## config.mk

```make
export PLATFORM = sky130hd
export DESIGN_NAME = stack_machine_alu_unit_flat
export DESIGN_NICKNAME = d
export VERILOG_FILES = /design/src/hdl/sma_pkg.sv /design/src/hdl/sma_if.sv /design/src/hdl/sma_exec.sv /design/src/hdl/sma_stack.sv /design/src/hdl/stack_machine_alu_unit.sv /design/src/flat_wrapper.sv
export SDC_FILE = /design/constraint.sdc
export NUM_CORES = 2
export LEC_CHECK = 0
export BUFFER_PORTS_ARGS = -buffer_cell sky130_fd_sc_hd__buf_2
export CAP_MARGIN = 20
export CORE_UTILIZATION = 39
export CTS_BUF_LIST = sky130_fd_sc_hd__clkbuf_4 sky130_fd_sc_hd__clkbuf_8
export DETAILED_ROUTE_END_ITERATION = 16
export HOLD_SLACK_MARGIN = 0.05
export PLACE_DENSITY_LB_ADDON = 0.12
export SLEW_MARGIN = 40
export SYNTH_ARGS = -nofsm -noshare
export SYNTH_HDL_FRONTEND = slang
export SYNTH_SLANG_ARGS = --single-unit
```

## constraint.sdc

```tcl
create_clock -name clk -period 10 [get_ports clk]
set_input_delay 2 -clock clk [delete_from_list [all_inputs] [get_ports clk]]
set_output_delay 2 -clock clk [all_outputs]
set_load 0.05 [all_outputs]
```

## src/hdl/sma_pkg.sv

```systemverilog
`timescale 1ns / 1ps

package sma_pkg;

	typedef logic signed [31:0] data_t;

	typedef enum logic [2:0] {
		OP_PUSH = 3'd0,
		OP_ADD  = 3'd1,
		OP_SUB  = 3'd2,
		OP_MUL  = 3'd3,
		OP_DUMP = 3'd4,
		OP_FAIL = 3'd5
	} op_t;

	typedef enum logic [2:0] {
		ST_OK            = 3'd0,
		ST_DUMPED        = 3'd1,
		ST_INVALID_TOKEN = 3'd2,
		ST_OTHER_FAIL    = 3'd3,
		ST_UNKNOWN       = 3'd4,
		ST_UNDERFLOW     = 3'd5,
		ST_OVERFLOW      = 3'd6,
		ST_HALTED        = 3'd7
	} status_t;

	// Stack update chosen by the execute logic
	typedef enum logic [1:0] {
		ACT_NONE    = 2'd0,
		ACT_PUSH    = 2'd1,
		ACT_REPLACE = 2'd2,
		ACT_POP     = 2'd3
	} stack_act_t;

	typedef struct packed {
		stack_act_t act;
		logic       halt;
		data_t      data;
	} stack_ctl_t;

	localparam data_t INVALID_TOKEN_CODE = 32'sd100;

endpackage

```

## src/hdl/sma_if.sv

```systemverilog
`timescale 1ns / 1ps

interface sma_cmd_if;
	logic                 valid;
	logic                 ready;
	logic [2:0]           op;
	sma_pkg::data_t       operand;

	modport source (output valid, output op, output operand, input ready);
	modport sink (input valid, input op, input operand, output ready);
endinterface

interface sma_rsp_if;
	logic                 valid;
	logic                 ready;
	logic [2:0]           status;
	sma_pkg::data_t       dump_value;
	logic [6:0]           depth;

	modport source (output valid, output status, output dump_value, output depth,
		input ready);
	modport sink (input valid, input status, input dump_value, input depth,
		output ready);
endinterface

```

## src/hdl/sma_exec.sv

```systemverilog
`timescale 1ns / 1ps

module sma_exec #(
	parameter int STACK_DEPTH = 64
) (
	input  logic [2:0]                        op,
	input  sma_pkg::data_t                    operand,
	input  logic [$clog2(STACK_DEPTH+1)-1:0]  depth,
	input  logic                              halted,
	input  sma_pkg::data_t                    top,
	input  sma_pkg::data_t                    sec,
	output sma_pkg::stack_ctl_t               ctl,
	output sma_pkg::status_t                  status,
	output sma_pkg::data_t                    dump_value,
	output logic [$clog2(STACK_DEPTH+1)-1:0]  depth_next
);
	import sma_pkg::*;

	localparam int DW = $clog2(STACK_DEPTH + 1);
	localparam logic [DW-1:0] FULL = DW'(STACK_DEPTH);

	data_t alu_r;

	always_comb begin
		case (op_t'(op))
			OP_ADD:  alu_r = sec + top;
			OP_SUB:  alu_r = sec - top;
			default: alu_r = 32'(sec * top);
		endcase
	end

	always_comb begin
		ctl.act    = ACT_NONE;
		ctl.halt   = 1'b0;
		ctl.data   = operand;
		status     = ST_OK;
		dump_value = '0;
		depth_next = depth;
		if (halted) begin
			status = ST_HALTED;
		end else begin
			unique case (op_t'(op)) inside
				OP_PUSH: begin
					if (depth >= FULL) begin
						status   = ST_OVERFLOW;
						ctl.halt = 1'b1;
					end else begin
						ctl.act    = ACT_PUSH;
						depth_next = depth + DW'(1);
					end
				end
				OP_ADD, OP_SUB, OP_MUL: begin
					if (depth < DW'(2)) begin
						status   = ST_UNDERFLOW;
						ctl.halt = 1'b1;
					end else begin
						ctl.act    = ACT_REPLACE;
						ctl.data   = alu_r;
						depth_next = depth - DW'(1);
					end
				end
				OP_DUMP: begin
					if (depth == '0) begin
						status   = ST_UNDERFLOW;
						ctl.halt = 1'b1;
					end else begin
						ctl.act    = ACT_POP;
						status     = ST_DUMPED;
						dump_value = top;
						depth_next = depth - DW'(1);
					end
				end
				OP_FAIL: begin
					status   = (operand == INVALID_TOKEN_CODE) ? ST_INVALID_TOKEN
						: ST_OTHER_FAIL;
					ctl.halt = 1'b1;
				end
				default: begin
					status   = ST_UNKNOWN;
					ctl.halt = 1'b1;
				end
			endcase
		end
	end

endmodule

```

## src/hdl/sma_stack.sv

```systemverilog
`timescale 1ns / 1ps

module sma_stack #(
	parameter int STACK_DEPTH = 64
) (
	input  logic                              clk,
	input  logic                              arst_n,
	input  logic                              en,
	input  sma_pkg::stack_ctl_t               ctl,
	input  logic [$clog2(STACK_DEPTH+1)-1:0]  depth_next,
	output logic [$clog2(STACK_DEPTH+1)-1:0]  depth,
	output logic                              halted,
	output sma_pkg::data_t                    top,
	output sma_pkg::data_t                    sec
);
	import sma_pkg::*;

	localparam int DW = $clog2(STACK_DEPTH + 1);
	localparam int AW = $clog2(STACK_DEPTH);

	// entries below the top two; entry i of the stack lives at address i
	data_t mem [STACK_DEPTH];

	logic [DW-1:0] depth_q;
	logic          halted_q;
	data_t         top_q;
	data_t         sec_q;
	data_t         rdata_q;
	logic          byp_q;
	data_t         byp_data_q;
	data_t         third;

	logic [DW-1:0] depth_sel;
	logic [DW-1:0] rd_diff;
	logic [DW-1:0] wr_diff;
	logic [AW-1:0] rd_addr;
	logic [AW-1:0] wr_addr;
	logic          wr_en;

	// third entry is read ahead at the depth that will hold next cycle
	assign depth_sel = en ? depth_next : depth_q;
	assign rd_diff   = depth_sel - DW'(3);
	assign rd_addr   = rd_diff[AW-1:0];
	assign wr_diff   = depth_q - DW'(2);
	assign wr_addr   = wr_diff[AW-1:0];
	assign wr_en     = en && (ctl.act == ACT_PUSH);
	assign third     = byp_q ? byp_data_q : rdata_q;

	always_ff @(posedge clk) begin
		if (wr_en) begin
			mem[wr_addr] <= sec_q;
		end
		rdata_q <= mem[rd_addr];
	end

	// a push writes the very entry being read ahead: forward it
	always_ff @(posedge clk) begin
		byp_data_q <= sec_q;
	end

	always_ff @(posedge clk or negedge arst_n) begin
		if (!arst_n) begin
			depth_q  <= '0;
			halted_q <= 1'b0;
			byp_q    <= 1'b0;
		end else begin
			byp_q <= wr_en;
			if (en) begin
				depth_q  <= depth_next;
				halted_q <= halted_q | ctl.halt;
			end
		end
	end

	always_ff @(posedge clk) begin
		if (en) begin
			case (ctl.act)
				ACT_PUSH: begin
					top_q <= ctl.data;
					sec_q <= top_q;
				end
				ACT_REPLACE: begin
					top_q <= ctl.data;
					sec_q <= third;
				end
				ACT_POP: begin
					top_q <= sec_q;
					sec_q <= third;
				end
				default: ;
			endcase
		end
	end

	assign depth  = depth_q;
	assign halted = halted_q;
	assign top    = top_q;
	assign sec    = sec_q;

endmodule

```

## src/hdl/stack_machine_alu_unit.sv

```systemverilog
`timescale 1ns / 1ps

// Stack calculator: one instruction per transfer on cmd, one result per instruction on rsp.
// A cmd transfer goes through the input register, then the result register, to rsp.
// Throughput: 1 instruction per cycle while rsp is ready; the top two entries sit in
// registers and the third is read ahead from stack memory: no instruction waits on its port.
// Reset (arst_n low, asynchronous): depth zero, halt cleared, both stages empty;
// stack memory contents are not cleared and need no clearing pass.
module stack_machine_alu_unit #(
	parameter int STACK_DEPTH = 64
) (
	input  logic      clk,
	input  logic      arst_n,
	sma_cmd_if.sink   cmd,
	sma_rsp_if.source rsp
);
	import sma_pkg::*;

	localparam int DW = $clog2(STACK_DEPTH + 1);

	// input register
	logic        valid_s1;
	logic [2:0]  op_s1;
	data_t       operand_s1;

	// result register
	logic        valid_s2;
	status_t     status_s2;
	data_t       value_s2;
	logic [6:0]  depth_s2;

	logic          adv;
	stack_ctl_t    ctl;
	status_t       status;
	data_t         dump_value;
	logic [DW-1:0] depth_next;
	logic [DW-1:0] depth;
	logic          halted;
	data_t         top;
	data_t         sec;

	// s1 executes when the result register is free or being emptied this cycle
	assign adv       = valid_s1 && (!valid_s2 || rsp.ready);
	assign cmd.ready = !valid_s1 || adv;

	always_ff @(posedge clk or negedge arst_n) begin
		if (!arst_n) begin
			valid_s1 <= 1'b0;
			valid_s2 <= 1'b0;
		end else begin
			if (cmd.valid && cmd.ready) begin
				valid_s1 <= 1'b1;
			end else if (adv) begin
				valid_s1 <= 1'b0;
			end
			if (adv) begin
				valid_s2 <= 1'b1;
			end else if (rsp.ready) begin
				valid_s2 <= 1'b0;
			end
		end
	end

	always_ff @(posedge clk) begin
		if (cmd.valid && cmd.ready) begin
			op_s1      <= cmd.op;
			operand_s1 <= cmd.operand;
		end
		if (adv) begin
			status_s2 <= status;
			value_s2  <= dump_value;
			depth_s2  <= 7'(depth_next);   // depth reported on seven bits
		end
	end

	sma_exec #(
		.STACK_DEPTH (STACK_DEPTH)
	) u_exec (
		.op         (op_s1),
		.operand    (operand_s1),
		.depth      (depth),
		.halted     (halted),
		.top        (top),
		.sec        (sec),
		.ctl        (ctl),
		.status     (status),
		.dump_value (dump_value),
		.depth_next (depth_next)
	);

	// stack state only moves when an instruction leaves s1
	sma_stack #(
		.STACK_DEPTH (STACK_DEPTH)
	) u_stack (
		.clk        (clk),
		.arst_n     (arst_n),
		.en         (adv),
		.ctl        (ctl),
		.depth_next (depth_next),
		.depth      (depth),
		.halted     (halted),
		.top        (top),
		.sec        (sec)
	);

	assign rsp.valid      = valid_s2;
	assign rsp.status     = status_s2;
	assign rsp.dump_value = value_s2;
	assign rsp.depth      = depth_s2;

endmodule
```

## src/flat_wrapper.sv

```systemverilog
// flat-port wrapper written by rule: the top's interface ports become plain ports
module stack_machine_alu_unit_flat import sma_pkg::*;
#(
	parameter int STACK_DEPTH = 64
)
  (clk, arst_n, cmd_valid, cmd_op, cmd_operand, cmd_ready, rsp_valid, rsp_status, rsp_dump_value, rsp_depth, rsp_ready);
  sma_cmd_if cmd_i ();
  sma_rsp_if rsp_i ();
  input  logic clk;
  input  logic arst_n;
  input wire logic [$bits(cmd_i.valid)-1:0] cmd_valid;
  input wire logic [$bits(cmd_i.op)-1:0] cmd_op;
  input wire logic [$bits(cmd_i.operand)-1:0] cmd_operand;
  output wire logic [$bits(cmd_i.ready)-1:0] cmd_ready;
  output wire logic [$bits(rsp_i.valid)-1:0] rsp_valid;
  output wire logic [$bits(rsp_i.status)-1:0] rsp_status;
  output wire logic [$bits(rsp_i.dump_value)-1:0] rsp_dump_value;
  output wire logic [$bits(rsp_i.depth)-1:0] rsp_depth;
  input wire logic [$bits(rsp_i.ready)-1:0] rsp_ready;
  assign cmd_i.valid = cmd_valid;
  assign cmd_i.op = cmd_op;
  assign cmd_i.operand = cmd_operand;
  assign cmd_ready = cmd_i.ready;
  assign rsp_valid = rsp_i.valid;
  assign rsp_status = rsp_i.status;
  assign rsp_dump_value = rsp_i.dump_value;
  assign rsp_depth = rsp_i.depth;
  assign rsp_i.ready = rsp_ready;
  stack_machine_alu_unit #(.STACK_DEPTH(STACK_DEPTH)) u_core (.clk(clk), .arst_n(arst_n), .cmd(cmd_i), .rsp(rsp_i));
endmodule
```

# Yosys cells after proc, flatten, opt, wreduce, memory -nomap -nowiden
# Memory sizes are Yosys's and may differ from the RTL's. A register that Yosys moved wholly into a read port is not among the register bits.
# Index checks and enable logic that the tools add are counted.
# totals
ff_bits	184
ramBits	2048
inputBits	39
memories	1
# memory_table
memory	depth	word_bits	read_ports	rd_clocked_by_memory_dff	wr	line	rtl
u_core.u_stack.mem	64	32	1	1	1	sma_stack.sv:22	data_t mem [STACK_DEPTH];
# op_classes
addsub	6
multipliers	1
order_cmp	2
eq_ne	9
mux	32
n_bitwise	2
n_reduce_logical	19
# ops
operator	count
case mux 32 bit (2 select lines)	3
2-to-1 mux 32 bit	3
2-to-1 mux 35 bit	1
2-to-1 mux 7 bit	5
adder 32 bit	1
== test 32 x 8 -> 1 bit (second input constant)	1
multiplier 32 x 32 -> 32 bit	1
subtractor 32 bit	1
case mux 7 bit (3 select lines)	1
case mux 3 bit (4 select lines)	1
subtractor 6 x 2 -> 6 bit (second input constant)	2
2-to-1 mux 1 bit	11
2-to-1 mux 3 bit	3
nonzero test 2 bit	4
adder 7 x 1 -> 7 bit (second input constant)	1
greater-or-equal comparator 7 bit (second input constant)	1
zero test 7 bit	1
< comparator 7 x 2 -> 1 bit (second input constant)	1
subtractor 7 x 1 -> 7 bit (second input constant)	1
== test 3 x 2 -> 1 bit (second input constant)	2
== test 3 bit (second input constant)	2
case mux 2 bit (3 select lines)	1
OR reduction 3 bit	2
== test 2 bit (second input constant)	2
other kinds (12)	19

# Depth between registers and ports, before layout
# logic_depth
depth_word	9
ltp_mapped	28
ltp_nobuf	26

# Modules after synthesis
# Synthesis repeated with hierarchy kept, for this count alone.
# hier_totals
cells_unflattened	7041
area_unflattened_um2	105795.2
# modules_own_cells
mod	n_inst	cells_each	area_each_um2	seq_area_each_um2
sma_stack	1	4586	83536.4	64927.3
sma_exec	1	2370	19842.8	0.0
stack_machine_alu_unit	1	85	2416.1	2362.3

# Worst setup path before layout
# No wires, ideal clock.
# synth_path
kind	reg-to-reg
start	register u_core.u_stack.sec_q[13] (netlist: u_core.u_stack.sec[13])
end	register u_core.u_stack.top_q[28] (netlist: u_core.u_stack.top[28]) (data pin)
arrival_ns	7.556
required_time_ns	9.729
setup_slack_ns	2.173
stages_incl_launch_ff	27
n_path_buf	3
synth_period_minus_slack_ns	7.827
cell_sequence	edfxtp_1 > clkbuf_1 > clkbuf_1 > and2_1 > fa_1 > fa_1 > fa_1 > inv_1 > fa_1 > inv_1 > fa_1 > inv_1 > fa_1 > inv_1 > fa_1 > fa_1 > ha_1 > clkbuf_1 > a21o_1 > a211oi_1 > nor2_1 > a21oi_1 > or3_1 > nand2b_1 > xor2_1 > a222oi_1 > o21ai_0
# synth_between
elab_chain_len	6
elab_cells_between_ends	8
cone_classes	2 x add/sub; 1 x mul; 5 x mux
# synth_rtl
element	line	rtl
from (decl)	sma_stack.sv:27	data_t sec_q;
from (signal assigned)	sma_stack.sv:80	sec_q <= top_q;
from (signal assigned)	sma_stack.sv:84	sec_q <= third;
from (signal assigned)	sma_stack.sv:88	sec_q <= third;
multiplier 32 x 32 -> 32 bit, or another cell as far along	sma_exec.sv:28	default: alu_r = 32'(sec * top);
case mux 32 bit (2 select lines) (*)	sma_exec.sv:25	case (op_t'(op))
2-to-1 mux 32 bit (*)	sma_exec.sv:53	if (depth < DW'(2)) begin
2-to-1 mux 32 bit (*)	sma_exec.sv:42	unique case (op_t'(op)) inside
2-to-1 mux 35 bit (*)	sma_exec.sv:39	if (halted) begin
case mux 32 bit (2 select lines) (*)	sma_stack.sv:77	case (ctl.act)
to (signal assigned)	sma_stack.sv:79	top_q <= ctl.data;
to (signal assigned)	sma_stack.sv:83	top_q <= ctl.data;
to (signal assigned)	sma_stack.sv:87	top_q <= sec_q;
to (decl)	sma_stack.sv:26	data_t top_q;
# Every way passes the cells marked *; elsewhere a longest branch is shown, timed or not.
# A chain may end at the register's enable or synchronous reset.

# Worst setup path after layout
# layout_path
start	register u_core.u_stack.sec_q[11] (netlist: u_core.u_stack.sec[11])
end	register u_core.u_stack.top_q[31] (netlist: u_core.u_stack.top[31]) (data pin)
# The elaborated chain is that of the path after synthesis.

==> flow_metrics.env <==
export IMPL_die_area_um2=280000
export IMPL_final_nets=8889
export IMPL_totalWireLength_mm=331
export IMPL_avgViaCountPerCell=5.44
export IMPL_antenna_found_initial=29
export IMPL_synth_edf_count=2189
export IMPL_r2r_worst_path_cells=23
export IMPL_fp_coreArea_um2=276000
export IMPL_clock_sinks=2264
export IMPL_outcome="complete, no violations"
export IMPL_dp_final_hpwl_mm=187
export IMPL_io_pin_count=83
export IMPL_route_detailed_wl_per_inst_um=27.0
export IMPL_synthDistinctLibCells=74
export IMPL_power_leakage_nw=43.1
export IMPL_postLayoutSetupSlackWorst_ns=2.08
export IMPL_setup_tns_final_ns=0
export IMPL_ctsHtreeMaxLevel=5
export IMPL_cts_buffers_inserted=390
export IMPL_rsz0062_at_grt="false"
export IMPL_placedCellCount=11600
export IMPL_overflow=0
export IMPL_initial_core_util_pct=39.2
export IMPL_synth_seq_area_share_pct=62.2
export IMPL_post_dp_cell_area_um2=114000
export IMPL_fin_util_pct=44.0
export IMPL_synth_top_family_by_area="simple AND/OR/NAND/NOR gates"
export IMPL_place_gp_congestion=0.868
export IMPL_worst_endpoint_required_ns=10.81
export IMPL_area_growth_pct=12.4
export IMPL_clock_skew_ns=0.0938
export IMPL_path_common_cell="fa_1"
export IMPL_achievable_frequency_mhz=126
export IMPL_clock_slew_seen_by_the_registers_of_the_worst_setup_and_hold_paths_ns=0.06
export IMPL_stdcell_area_um2=122000
export IMPL_fp_row_count=193
export IMPL_minimum_hold_slack_ns=0.513
export IMPL_final_hold_violation_count=0
export IMPL_final_report_setup_violation_count=0
export IMPL_number_of_synthesized_register_bits=2264
export IMPL_mappedNetlistArea_um2=108000
export IMPL_critical_path_max_fanout=34
export IMPL_grt_util_all_layers_pct=23.4
export IMPL_critical_path_max_stage_delay_ns=0.55
export IMPL_detail_route_drc_violations=0
export IMPL_timing_max_cap_violations=0
export IMPL_route_vias_total=66700
export IMPL_yosys_warnings=0
export IMPL_p_per_area_nw_per_um2=154
export IMPL_slew_viol_final=0
export IMPL_route_antenna_remaining_nets=0
export IMPL_timing_rr_end="u_core.u_stack.top[31]"
export IMPL_timing_max_slew_rel_slack_pct=35.9
export IMPL_dp_slack_ns=2.07
export IMPL_final_fill_count=25100
export IMPL_post_synth_and_or_nand_nor_area_fraction_pct=10.9
export IMPL_synth_compound_area_share_pct=8.56
export IMPL_hp_class="reg2reg"
export IMPL_grt_pass1_vias=67300
export IMPL_synthArstFlopShare_pct=0.486
export IMPL_setup_worst_path_class="reg2reg"
export IMPL_tritoncts_clock_tree="yes"
export IMPL_cts_root_to_sink_buffers=4
export IMPL_cp_end_kind="register"
export IMPL_fin_crit_period_ns=7.92
export IMPL_final_layout_size_suffix_gt1_share_pct=13.6
export IMPL_root_buffer="clkbuf_8"
export IMPL_post_synth_mux_area_share_pct=3.90
export IMPL_cp_start_kind="register"
export IMPL_detailed_router_s_first_iteration_violation_count=6184
export IMPL_post_route_period_util_pct=79.2
export IMPL_r2r_start="u_core.u_stack.sec[11]"
export IMPL_stdcell_count=12300
export IMPL_flop_to_flop_setup_slack_ns=2.08
export IMPL_syn_avg_cell_area_um2=13.4
export IMPL_floorplan_die_height_um=529
export IMPL_fin_total_pwr_mw=18.7
export IMPL_ir_drop_mv=0.108
export IMPL_worstPathCellList="buf_4 -> and2_1 -> fa_1 -> fa_1 -> fa_1 -> inv_1 -> fa_1 -> inv_1 -> fa_1 -> inv_1 -> fa_1 -> inv_1 -> fa_1 -> fa_1 -> ha_1 -> a21o_1 -> a211o_1 -> o221ai_1 -> a21oi_1 -> a31oi_1 -> xnor2_1 -> nor3_1 -> a211oi_1"
export IMPL_worstPathArrival_ns=8.73
export IMPL_drt_first_pass_iters=6
export IMPL_grt_start_max_net_pins=165
export IMPL_cts_hold_buffers_added=0
export IMPL_timing_worst_slew_pin_value_ns=0.961
export IMPL_synthesis_instances=8086
export IMPL_crit_path_end="u_core.u_stack.top[31]"
export IMPL_die_w_um=529
export IMPL_timing_critical_path_slowest_stage_cell="fa_1"
export IMPL_postCtsSetupRepairBufs=0
export IMPL_post_synth_xor_area_fraction_pct=1.23
export IMPL_grt_first_pass_wirelength_mm=475
export IMPL_ys_flop_type="edfxtp_1"
export IMPL_clock_insertion_delay_at_the_later_pin_of_the_skew_report_ns=1.08
export IMPL_placement_io_buffers=82
export IMPL_cts_repair_resized=0
export IMPL_synthAdderAreaFrac_pct=9.73
export IMPL_cp_startpoint="u_core.u_stack.sec[11]"
export IMPL_mappedNetlistNets=8721
[per-layer routing]
| metal | vias up | part of all wire (%) | GRT usage (%) |
|---|---|---|---|
| met5 | - | 0.010 | 0 |
| li1 | 29600 | - | - |
| met2 | 2088 | 47 | 37.7 |
| met1 | 34500 | 44 | 32.4 |
| met4 | 6 | 3.3 | 8.03 |
| met3 | 491 | 5.7 | 3.25 |
[cells in the final DEF, fill, tap and decap left out, types with 11 or more instances in the layout]
master       n
nand2b_1    17
clkbuf_8   400
o21ai_0    107
nor3_1      14
inv_1      432
buf_2       82
nand3_1     24
xnor2_1     90
mux4_2     128
fa_1       409
clkinv_1    79
nor4_1      11
a21oi_1     75
edfxtp_1  2189
nor2_1      63
a211oi_1   536
clkinv_2    19
xor2_1      54
nor2_4      62
nand2_1   1307
and2_0     300
buf_12      27
buf_4      180
a31oi_1    521
a21o_1      37
and2_1     568
clkbuf_4   161
dfxtp_1     64
buf_6       23
and3_1      31
mux2i_1    125
o211ai_1    13
o31ai_1     12
ha_1       186
[worst min-delay path by stage]
| stage | startpoint | to | slack, ns | cells after the start |
|---|---|---|---|---|
| after global placement | u_core.valid_s1 | u_core.rsp.valid | 0.48 | 1 |
| after CTS | u_core.valid_s1 | u_core.rsp.valid | 0.51 | 1 |
| final | u_core.valid_s1 | u_core.rsp.valid | 0.51 | 1 |
| after floorplan | u_core.valid_s1 | u_core.rsp.valid | 0.46 | 1 |
| after global routing | u_core.valid_s1 | u_core.rsp.valid | 0.54 | 1 |
| after detailed placement | u_core.valid_s1 | u_core.rsp.valid | 0.49 | 1 |
[cells by family (layout without fill, tap and decap cells)]
group / count (synthesis) / after routing
AO/OA/AOI/OAI: 1375 / 1375
other: 0 / 7
multiplexers: 262 / 262
buffers and inverters: 982 / 1446
AND/OR/NAND/NOR: 2458 / 2458
flip-flops: 2264 / 2264
XOR/XNOR: 149 / 149
adder cells (fa/ha/maj): 596 / 596
[cell type report]
class / instances / area, um^2 / area share [%]
flip-flops and latches: 2264 / 67300 / 55.3
multi-input cells: 4840 / 37800 / 31.0
clock buffers: 561 / 6710 / 5.52
well taps: 3705 / 4640 / 3.81
repair buffers: 322 / 2760 / 2.27
inverters: 436 / 1640 / 1.35
clock inverters: 127 / 841 / 0.691
diodes: 7 / 17.5 / 0.0144
[worst max-delay path: cells and delay by family (launching register included)]
kind	cells	cell delay, ns
adders and majority gates	9	4.24
AOI/OAI and AO/OA	6	1.64
buffers and inverters	5	0.74
DFF	1	0.54
and+or+nand+nor	2	0.41
xor gates and xnor gates	1	0.09
[sequential cells by signal, indices dropped and copies added, names as in the netlist]
register / flops
u_core.u_stack.mem: 2048
u_core.operand_s1: 32
u_core.rsp.dump_value: 32
u_core.u_stack.byp_data_q: 32
u_core.u_stack.rdata_q: 32
u_core.u_stack.sec: 32
u_core.u_stack.top: 32
u_core.rsp.depth: 7
u_core.u_stack.depth: 7
u_core.op_s1: 3
u_core.rsp.status: 3
u_core.rsp.valid: 1
u_core.u_stack.byp_q: 1
u_core.u_stack.halted: 1
u_core.valid_s1: 1
[report_power, final]
group	switching, mW	internal, mW
clock network	3.88	4.41
registers	0.0162	10.3
logic	0.119	0.0475
total	4.02	14.7
[Yosys cell counts, drive strengths merged (6+ instances only)]
| library cell | count | area, um^2 |
|---|---|---|
| nor2 | 128 | 483 |
| o21a | 7 | 52.6 |
| and2 | 869 | 5440 |
| buf | 91 | 475 |
| inv | 433 | 1630 |
| o211ai | 13 | 97.6 |
| xor2 | 58 | 516 |
| dfrtp | 11 | 275 |
| a31oi | 521 | 3260 |
| ha | 187 | 2340 |
| or3 | 9 | 56.3 |
| dfxtp | 64 | 1280 |
| and3 | 31 | 194 |
| o22ai | 10 | 62.6 |
| nor3 | 15 | 75.1 |
| a22oi | 6 | 45.0 |
| mux2i | 132 | 1320 |
| nor2b | 12 | 75.1 |
| mux4 | 128 | 2880 |
| o21ai | 110 | 551 |
| edfxtp | 2189 | 65700 |
| o41ai | 6 | 60.1 |
| fa | 409 | 8190 |
| o31ai | 12 | 90.1 |
| a21o | 37 | 278 |
| a211oi | 537 | 4040 |
| clkbuf | 455 | 1710 |
| o21bai | 9 | 67.6 |
| nand2b | 18 | 113 |
| nor4 | 12 | 90.1 |
| a21oi | 76 | 384 |
| nand2 | 1309 | 4910 |
| xnor2 | 91 | 816 |
| nand3 | 26 | 130 |
No activity file was read; power rests on OpenSTA's default activity.
